===== src/hw/rtl/deq_pkg.sv =====
// Shared types, codes and constants of the double-ended queue.
package deq_pkg;

  localparam int DEPTH_DEF = 64;
  localparam int WORD_W    = 32;
  localparam int MODE_W    = 2;
  localparam int STATUS_W  = 2;
  localparam int OCC_W     = $clog2(DEPTH_DEF + 1);

  // Request codes.
  localparam logic [MODE_W-1:0] MODE_PUSH_FRONT = 2'd0;
  localparam logic [MODE_W-1:0] MODE_PUSH_BACK  = 2'd1;
  localparam logic [MODE_W-1:0] MODE_POP_FRONT  = 2'd2;
  localparam logic [MODE_W-1:0] MODE_POP_BACK   = 2'd3;

  // Status codes.
  localparam logic [STATUS_W-1:0] ST_OK    = 2'd0;
  localparam logic [STATUS_W-1:0] ST_EMPTY = 2'd1;
  localparam logic [STATUS_W-1:0] ST_FULL  = 2'd2;

  // Bit pattern of -1.0 in single precision.
  localparam logic [WORD_W-1:0] NEG_ONE_BITS = 32'hBF80_0000;

  // Cell operations.
  localparam logic [1:0] CELL_HOLD       = 2'd0;
  localparam logic [1:0] CELL_SHIFT_DOWN = 2'd1;
  localparam logic [1:0] CELL_SHIFT_UP   = 2'd2;
  localparam logic [1:0] CELL_WRITE_AT   = 2'd3;

  typedef struct packed {
    logic [1:0] op;
  } cell_ctl_t;

endpackage


===== src/hw/rtl/deq_cell.sv =====
// One storage cell of a queue chain: holds a word and trades it with its neighbors.
module deq_cell #(
  parameter int INDEX = 0,
  parameter int CNT_W = deq_pkg::OCC_W
) (
  input  logic                       clk,
  input  deq_pkg::cell_ctl_t         ctl,
  input  logic [CNT_W-1:0]           count,
  input  logic [deq_pkg::WORD_W-1:0] from_lower,
  input  logic [deq_pkg::WORD_W-1:0] from_upper,
  input  logic [deq_pkg::WORD_W-1:0] push_value,
  output logic [deq_pkg::WORD_W-1:0] word
);
  import deq_pkg::*;

  localparam logic [CNT_W-1:0] IDX = CNT_W'(INDEX);

  always_ff @(posedge clk) begin
    case (ctl.op)
      CELL_SHIFT_DOWN: word <= from_lower;
      CELL_SHIFT_UP:   word <= from_upper;
      CELL_WRITE_AT: begin
        if (count == IDX) begin
          word <= push_value;
        end
      end
      default: word <= word;
    endcase
  end

endmodule


===== src/hw/rtl/deq_chain.sv =====
// A row of cells that keeps the queue ordered from one end, end word at cell zero.
module deq_chain #(
  parameter int DEPTH = deq_pkg::DEPTH_DEF,
  parameter int CNT_W = $clog2(DEPTH + 1)
) (
  input  logic                       clk,
  input  deq_pkg::cell_ctl_t         ctl,
  input  logic [CNT_W-1:0]           count,
  input  logic [deq_pkg::WORD_W-1:0] push_value,
  output logic [deq_pkg::WORD_W-1:0] end_word
);
  import deq_pkg::*;

  logic [WORD_W-1:0] words [DEPTH];

  for (genvar i = 0; i < DEPTH; i++) begin : g_cell
    logic [WORD_W-1:0] lower;
    logic [WORD_W-1:0] upper;

    if (i == 0) begin : g_first
      assign lower = push_value;
    end else begin : g_inner_lo
      assign lower = words[i-1];
    end

    if (i == DEPTH - 1) begin : g_last
      assign upper = '0;
    end else begin : g_inner_hi
      assign upper = words[i+1];
    end

    deq_cell #(
      .INDEX (i),
      .CNT_W (CNT_W)
    ) u_cell (
      .clk        (clk),
      .ctl        (ctl),
      .count      (count),
      .from_lower (lower),
      .from_upper (upper),
      .push_value (push_value),
      .word       (words[i])
    );
  end

  assign end_word = words[0];

endmodule

===== config.mk =====
export PLATFORM = sky130hd
export DESIGN_NAME = deq_chain
export DESIGN_NICKNAME = d
export VERILOG_FILES = /design/src/hw/rtl/deq_pkg.sv /design/src/hw/rtl/deq_cell.sv /design/src/hw/rtl/deq_chain.sv
export SDC_FILE = /design/constraint.sdc
export NUM_CORES = 2
export LEC_CHECK = 0
export BUFFER_PORTS_ARGS = -buffer_cell sky130_fd_sc_hd__buf_2
export CORE_MARGIN = 1
export CORE_UTILIZATION = 60
export DETAILED_ROUTE_END_ITERATION = 12
export PLACE_DENSITY = 0.85
export RECOVER_POWER = 25
export REMOVE_ABC_BUFFERS = 1
export SYNTH_ARGS = -nofsm -noshare
export SYNTH_HDL_FRONTEND = slang
export SYNTH_SLANG_ARGS = --single-unit

===== constraint.sdc =====
create_clock -name clk -period 3.8 [get_ports clk]
set_input_delay 0.76 -clock clk [delete_from_list [all_inputs] [get_ports clk]]
set_output_delay 0.76 -clock clk [all_outputs]
set_load 0.05 [all_outputs]

==> report_table.html <==
<table>
<tr><th>Metric</th><th>Value</th></tr>
<tr><th colspan="2">Logic synthesis</th></tr>
<tr><td>Average footprint of a synthesized cell</td><td>10.8 sq um</td></tr>
<tr><td>Cell count after synthesis</td><td>roughly 9,200</td></tr>
<tr><td>Register bit count reported by yosys</td><td>2,048</td></tr>
<tr><td>Post-synthesis instance area</td><td>99,400 sq um</td></tr>
<tr><td>Portion of the post-synthesis area used by sequential elements</td><td>about three fifths</td></tr>
<tr><td>Number of warnings printed during yosys synthesis</td><td>0</td></tr>
<tr><td>Number of distinct library cells after synthesis</td><td>27</td></tr>
<tr><th colspan="2">Layout</th></tr>
<tr><td>Top library cells by usage in the layout, fill and taps aside</td><td>sky130_fd_sc_hd__edfxtp_1 (2,048), sky130_fd_sc_hd__nor2_1 (1,954), sky130_fd_sc_hd__nand2b_1 (1,953)</td></tr>
<tr><td>Number of nets in the finished design</td><td>8,867</td></tr>
<tr><td>Largest registers</td><td>g_cell.u_cell.word: 2048 flops</td></tr>
<tr><td>Share of cells above drive strength 1</td><td>roughly 7.2%</td></tr>
<tr><td>Max FFs per register</td><td>between 2,000 and 2,500</td></tr>
<tr><td>Area growth from synthesis to layout</td><td>7.75%</td></tr>
<tr><td>Most frequent standard cell in the layout excluding fill and tap cells</td><td>sky130_fd_sc_hd__edfxtp_1</td></tr>
<tr><td>Final design area excluding fillers</td><td>between 100,000 and 150,000 sq um</td></tr>
<tr><td>Top reg by flops</td><td>g_cell.u_cell.word</td></tr>
<tr><th colspan="2">Worst setup path</th></tr>
<tr><td>Data required time of the worst path</td><td>~4.4 ns</td></tr>
<tr><td>Largest driver fanout on the critical path</td><td>236</td></tr>
<tr><td>Startpoint kind of the worst setup timing path</td><td>input port</td></tr>
<tr><td>Arrival time reported for the critical path endpoint</td><td>between 3 and 4 ns</td></tr>
<tr><td>Sort of element at the end of the critical path</td><td>flop</td></tr>
<tr><td>Type of the worst setup path</td><td>input port to flop</td></tr>
<tr><td>Slack of the worst reg-to-reg path</td><td>2.65 ns</td></tr>
<tr><td>Startpoint of the worst register-to-register path</td><td>g_cell[62].u_cell.word[6]</td></tr>
<tr><td>Capturing point of the worst reg2reg path</td><td>g_cell[61].u_cell.word[6]</td></tr>
<tr><td>Depth of the most critical reg-to-reg path</td><td>3</td></tr>
<tr><th colspan="2">STA</th></tr>
<tr><td>Number of failing hold endpoints at the final stage</td><td>0</td></tr>
<tr><td>Final setup TNS</td><td>0 ns</td></tr>
<tr><td>Number of failing setup endpoints in the final timing report</td><td>0</td></tr>
<tr><td>Final worst path period share</td><td>a little over four fifths</td></tr>
<tr><td>Fin crit period</td><td>~3.2 ns</td></tr>
<tr><td>Worst slew pin tran</td><td>1.80 ns</td></tr>
<tr><td>Pins over their slew limit</td><td>about 270</td></tr>
<tr><td>Remaining max-slew budget at the tightest pin</td><td>-19.8%</td></tr>
<tr><td>Maximum operating frequency</td><td>~310 MHz</td></tr>
<tr><td>Setup repair after global routing missed its margin</td><td>false</td></tr>
<tr><td>Setup clock skew after layout</td><td>0.0297 ns</td></tr>
<tr><th colspan="2">Detailed routing</th></tr>
<tr><td>Total wire length after detailed routing</td><td>about 260,000 um</td></tr>
<tr><td>1st-iter DRT viols</td><td>between 10,000 and 15,000</td></tr>
<tr><td>Count of vias placed by the detailed router</td><td>~73,000</td></tr>
<tr><td>Post-route antenna net violation count</td><td>0</td></tr>
<tr><td>Wire length per cell</td><td>roughly 23 um</td></tr>
<tr><td>Length of the first detailed-routing pass in iterations</td><td>6</td></tr>
<tr><td>DR DRC count</td><td>0</td></tr>
<tr><td>Vias per std cell</td><td>approximately 6.5</td></tr>
<tr><th colspan="2">Clock network</th></tr>
<tr><td>Clock tree from TritonCTS</td><td>done</td></tr>
<tr><td>Insertion delay of the later-clocked pin in the worst-skew pair</td><td>~0.85 ns</td></tr>
<tr><td>H-tree depth</td><td>4</td></tr>
<tr><td>Post-CTS Hold Fix Bufs</td><td>0</td></tr>
<tr><td>CTS root buf</td><td>sky130_fd_sc_hd__clkbuf_16</td></tr>
<tr><td>Number of instances resized during post-cts repair</td><td>0</td></tr>
<tr><td>Post CTS Setup Buffer Count</td><td>0</td></tr>
<tr><td>CTS Sinks</td><td>2,048</td></tr>
<tr><td>Number of clock buffers inserted by TritonCTS</td><td>about 200</td></tr>
<tr><td>Worst-path clk slew</td><td>around 0.06 ns</td></tr>
<tr><td>Clk buf depth</td><td>3</td></tr>
<tr><th colspan="2">Floorplanning</th></tr>
<tr><td>I/O pins</td><td>74</td></tr>
<tr><td>Overall die width</td><td>409 um</td></tr>
<tr><td>Area of the core</td><td>165,000 sq um</td></tr>
<tr><td>Die Footprint</td><td>~170,000 sq um</td></tr>
<tr><td>Vertical die dimension</td><td>around 410 um</td></tr>
<tr><td>Core Rows</td><td>149</td></tr>
<tr><td>Effective utilization at floorplan</td><td>approximately three fifths</td></tr>
<tr><th colspan="2">Outcome</th></tr>
<tr><td>Violated checks</td><td>capacitance limit, slew limit</td></tr>
<tr><td>Result of the run</td><td>finished with violations</td></tr>
<tr><th colspan="2">Worst hold path</th></tr>
<tr><td>Endpoint of the worst hold-timing path</td><td>g_cell[0].u_cell.word[2]</td></tr>
<tr><td>Startpoint of the tightest hold check path</td><td>push_value[2]</td></tr>
<tr><td>Worst hold-check path type</td><td>input port to flop</td></tr>
<tr><td>Worst Hold Depth</td><td>3</td></tr>
<tr><th colspan="2">Global routing</th></tr>
<tr><td>First-pass GRT wire length</td><td>approximately 400,000 um</td></tr>
<tr><td>All-layer global routing usage</td><td>around 30%</td></tr>
<tr><td>Largest net degree at the start of global routing</td><td>between 200 and 300</td></tr>
<tr><td>Initial antenna violation count</td><td>10</td></tr>
<tr><td>Vias in the first global route</td><td>~71,000</td></tr>
<tr><td>Total overflow reported by the global router</td><td>0</td></tr>
<tr><th colspan="2">Place</th></tr>
<tr><td>Dpl cell area</td><td>just over 100,000 sq um</td></tr>
<tr><td>RePlAce Congestion</td><td>a little under 0.9</td></tr>
<tr><td>DP HPWL</td><td>around 160,000 um</td></tr>
<tr><td>Port bufs</td><td>73</td></tr>
<tr><th colspan="2">Power</th></tr>
<tr><td>Power Total</td><td>between 50,000 and 60,000 uW</td></tr>
<tr><td>Power per cell area</td><td>between 500 and 600 nW/um^2</td></tr>
<tr><td>Peak supply drop</td><td>around 0.49 mV</td></tr>
<tr><td>Leakage dissipation</td><td>~0.037 uW</td></tr>
<tr><th colspan="2">Flow run</th></tr>
<tr><td>Max Cap Viol</td><td>8</td></tr>
</table>
## synthesized netlist by cell type, drive strengths merged
library cell | count | area [sq um]
and4 | 1 | 8.76
nand3 | 32 | 160
nand2 | 129 | 562
nand2b | 1953 | 12200
a21oi | 64 | 320
nor2b | 1 | 6.26
mux2 | 32 | 360
clkbuf | 508 | 1910
and3b | 1 | 8.76
nor4 | 1 | 6.26
o21ai | 64 | 320
nor2 | 2017 | 7570
and4b | 4 | 40.0
and4bb | 6 | 75.1
nor3 | 1 | 10.0
nor4b | 4 | 35.0
inv | 32 | 120
nor3b | 2 | 25.0
a31oi | 1952 | 12200
buf | 385 | 1930
edfxtp | 2048 | 61500
## logic make-up (layout without fill, tap and decap cells)
group	count (synthesis)	count (layout)	synth area share [%]
other	0	6	0
AOI/OAI and AO/OA	2080	2080	12.9
buffers and inverters	925	682	3.98
and+or+nand+nor	4152	4152	20.9
muxes	32	32	0.363
DFF	2048	2048	61.9
## routing by layer
metal	wire, um	global-route usage, %	part of all wire [%]	vias up
met1	97400	40.6	38	35900
met5	103	0	0.040	-
li1	-	-	-	32600
met2	119000	46.8	47	4153
met4	9260	11.4	3.6	16
met3	29800	7.71	12	602
## power breakdown
group | switching [uW] | internal [uW] | total [uW]
Combinational | 4230 | 2180 | 6420
Clock | 8760 | 11000 | 19700
Sequential | 1450 | 28100 | 29600
## how the worst max path moves through the flow
stage | endpoint | cells after the start | slack [ns] | from
final | g_cell[54].u_cell.word[13] | 5 | 0.60 | ctl[0]
after detailed placement | g_cell[36].u_cell.word[6] | 5 | 0.46 | count[0]
after floorplan | g_cell[0].u_cell.word[0] | 3 | 0.13 | ctl[0]
after global routing | g_cell[7].u_cell.word[1] | 5 | 0.63 | ctl[0]
after global placement | g_cell[36].u_cell.word[6] | 5 | 0.42 | count[0]
after CTS | g_cell[36].u_cell.word[20] | 5 | 1.35 | count[0]
## worst max-delay path, stage by stage
cell and delay (ns):
sky130_fd_sc_hd__clkbuf_1 0.74, sky130_fd_sc_hd__buf_12 0.56, sky130_fd_sc_hd__nand2_2 0.12, sky130_fd_sc_hd__clkbuf_2 0.81
sky130_fd_sc_hd__a31oi_1 0.52
## final cells by class
| cell class | instances | area [sq um] |
|---|---|---|
| Clock buffer | 258 | 5270 |
| Timing Repair Buffer | 278 | 2160 |
| Tap cell | 2189 | 2740 |
| Clock inverter | 114 | 1080 |
| Sequential cell | 2048 | 61500 |
| Antenna cell | 6 | 15.0 |
| Fill cell | 11700 | 57500 |
| Multi-Input combinational cell | 6264 | 34200 |
| Inverter | 32 | 120 |
## stage by stage
| stage | setup slack [ns] | std cells | util (%) | hold slack, ns |
|---|---|---|---|---|
| after detailed placement | 0.462 | 10800 | 61.3 | 0.534 |
| after global placement | 0.424 | 10800 | 61.3 | 0.544 |
| after global routing | 0.629 | 11200 | 65.1 | 0.338 |
| after floorplan | 0.132 | 8344 | - | 0.510 |
| after CTS | 1.35 | 11200 | 65.2 | 0.311 |
| final | 0.597 | 11200 | 65.1 | 0.349 |
Power figures use the tool's default switching activity.
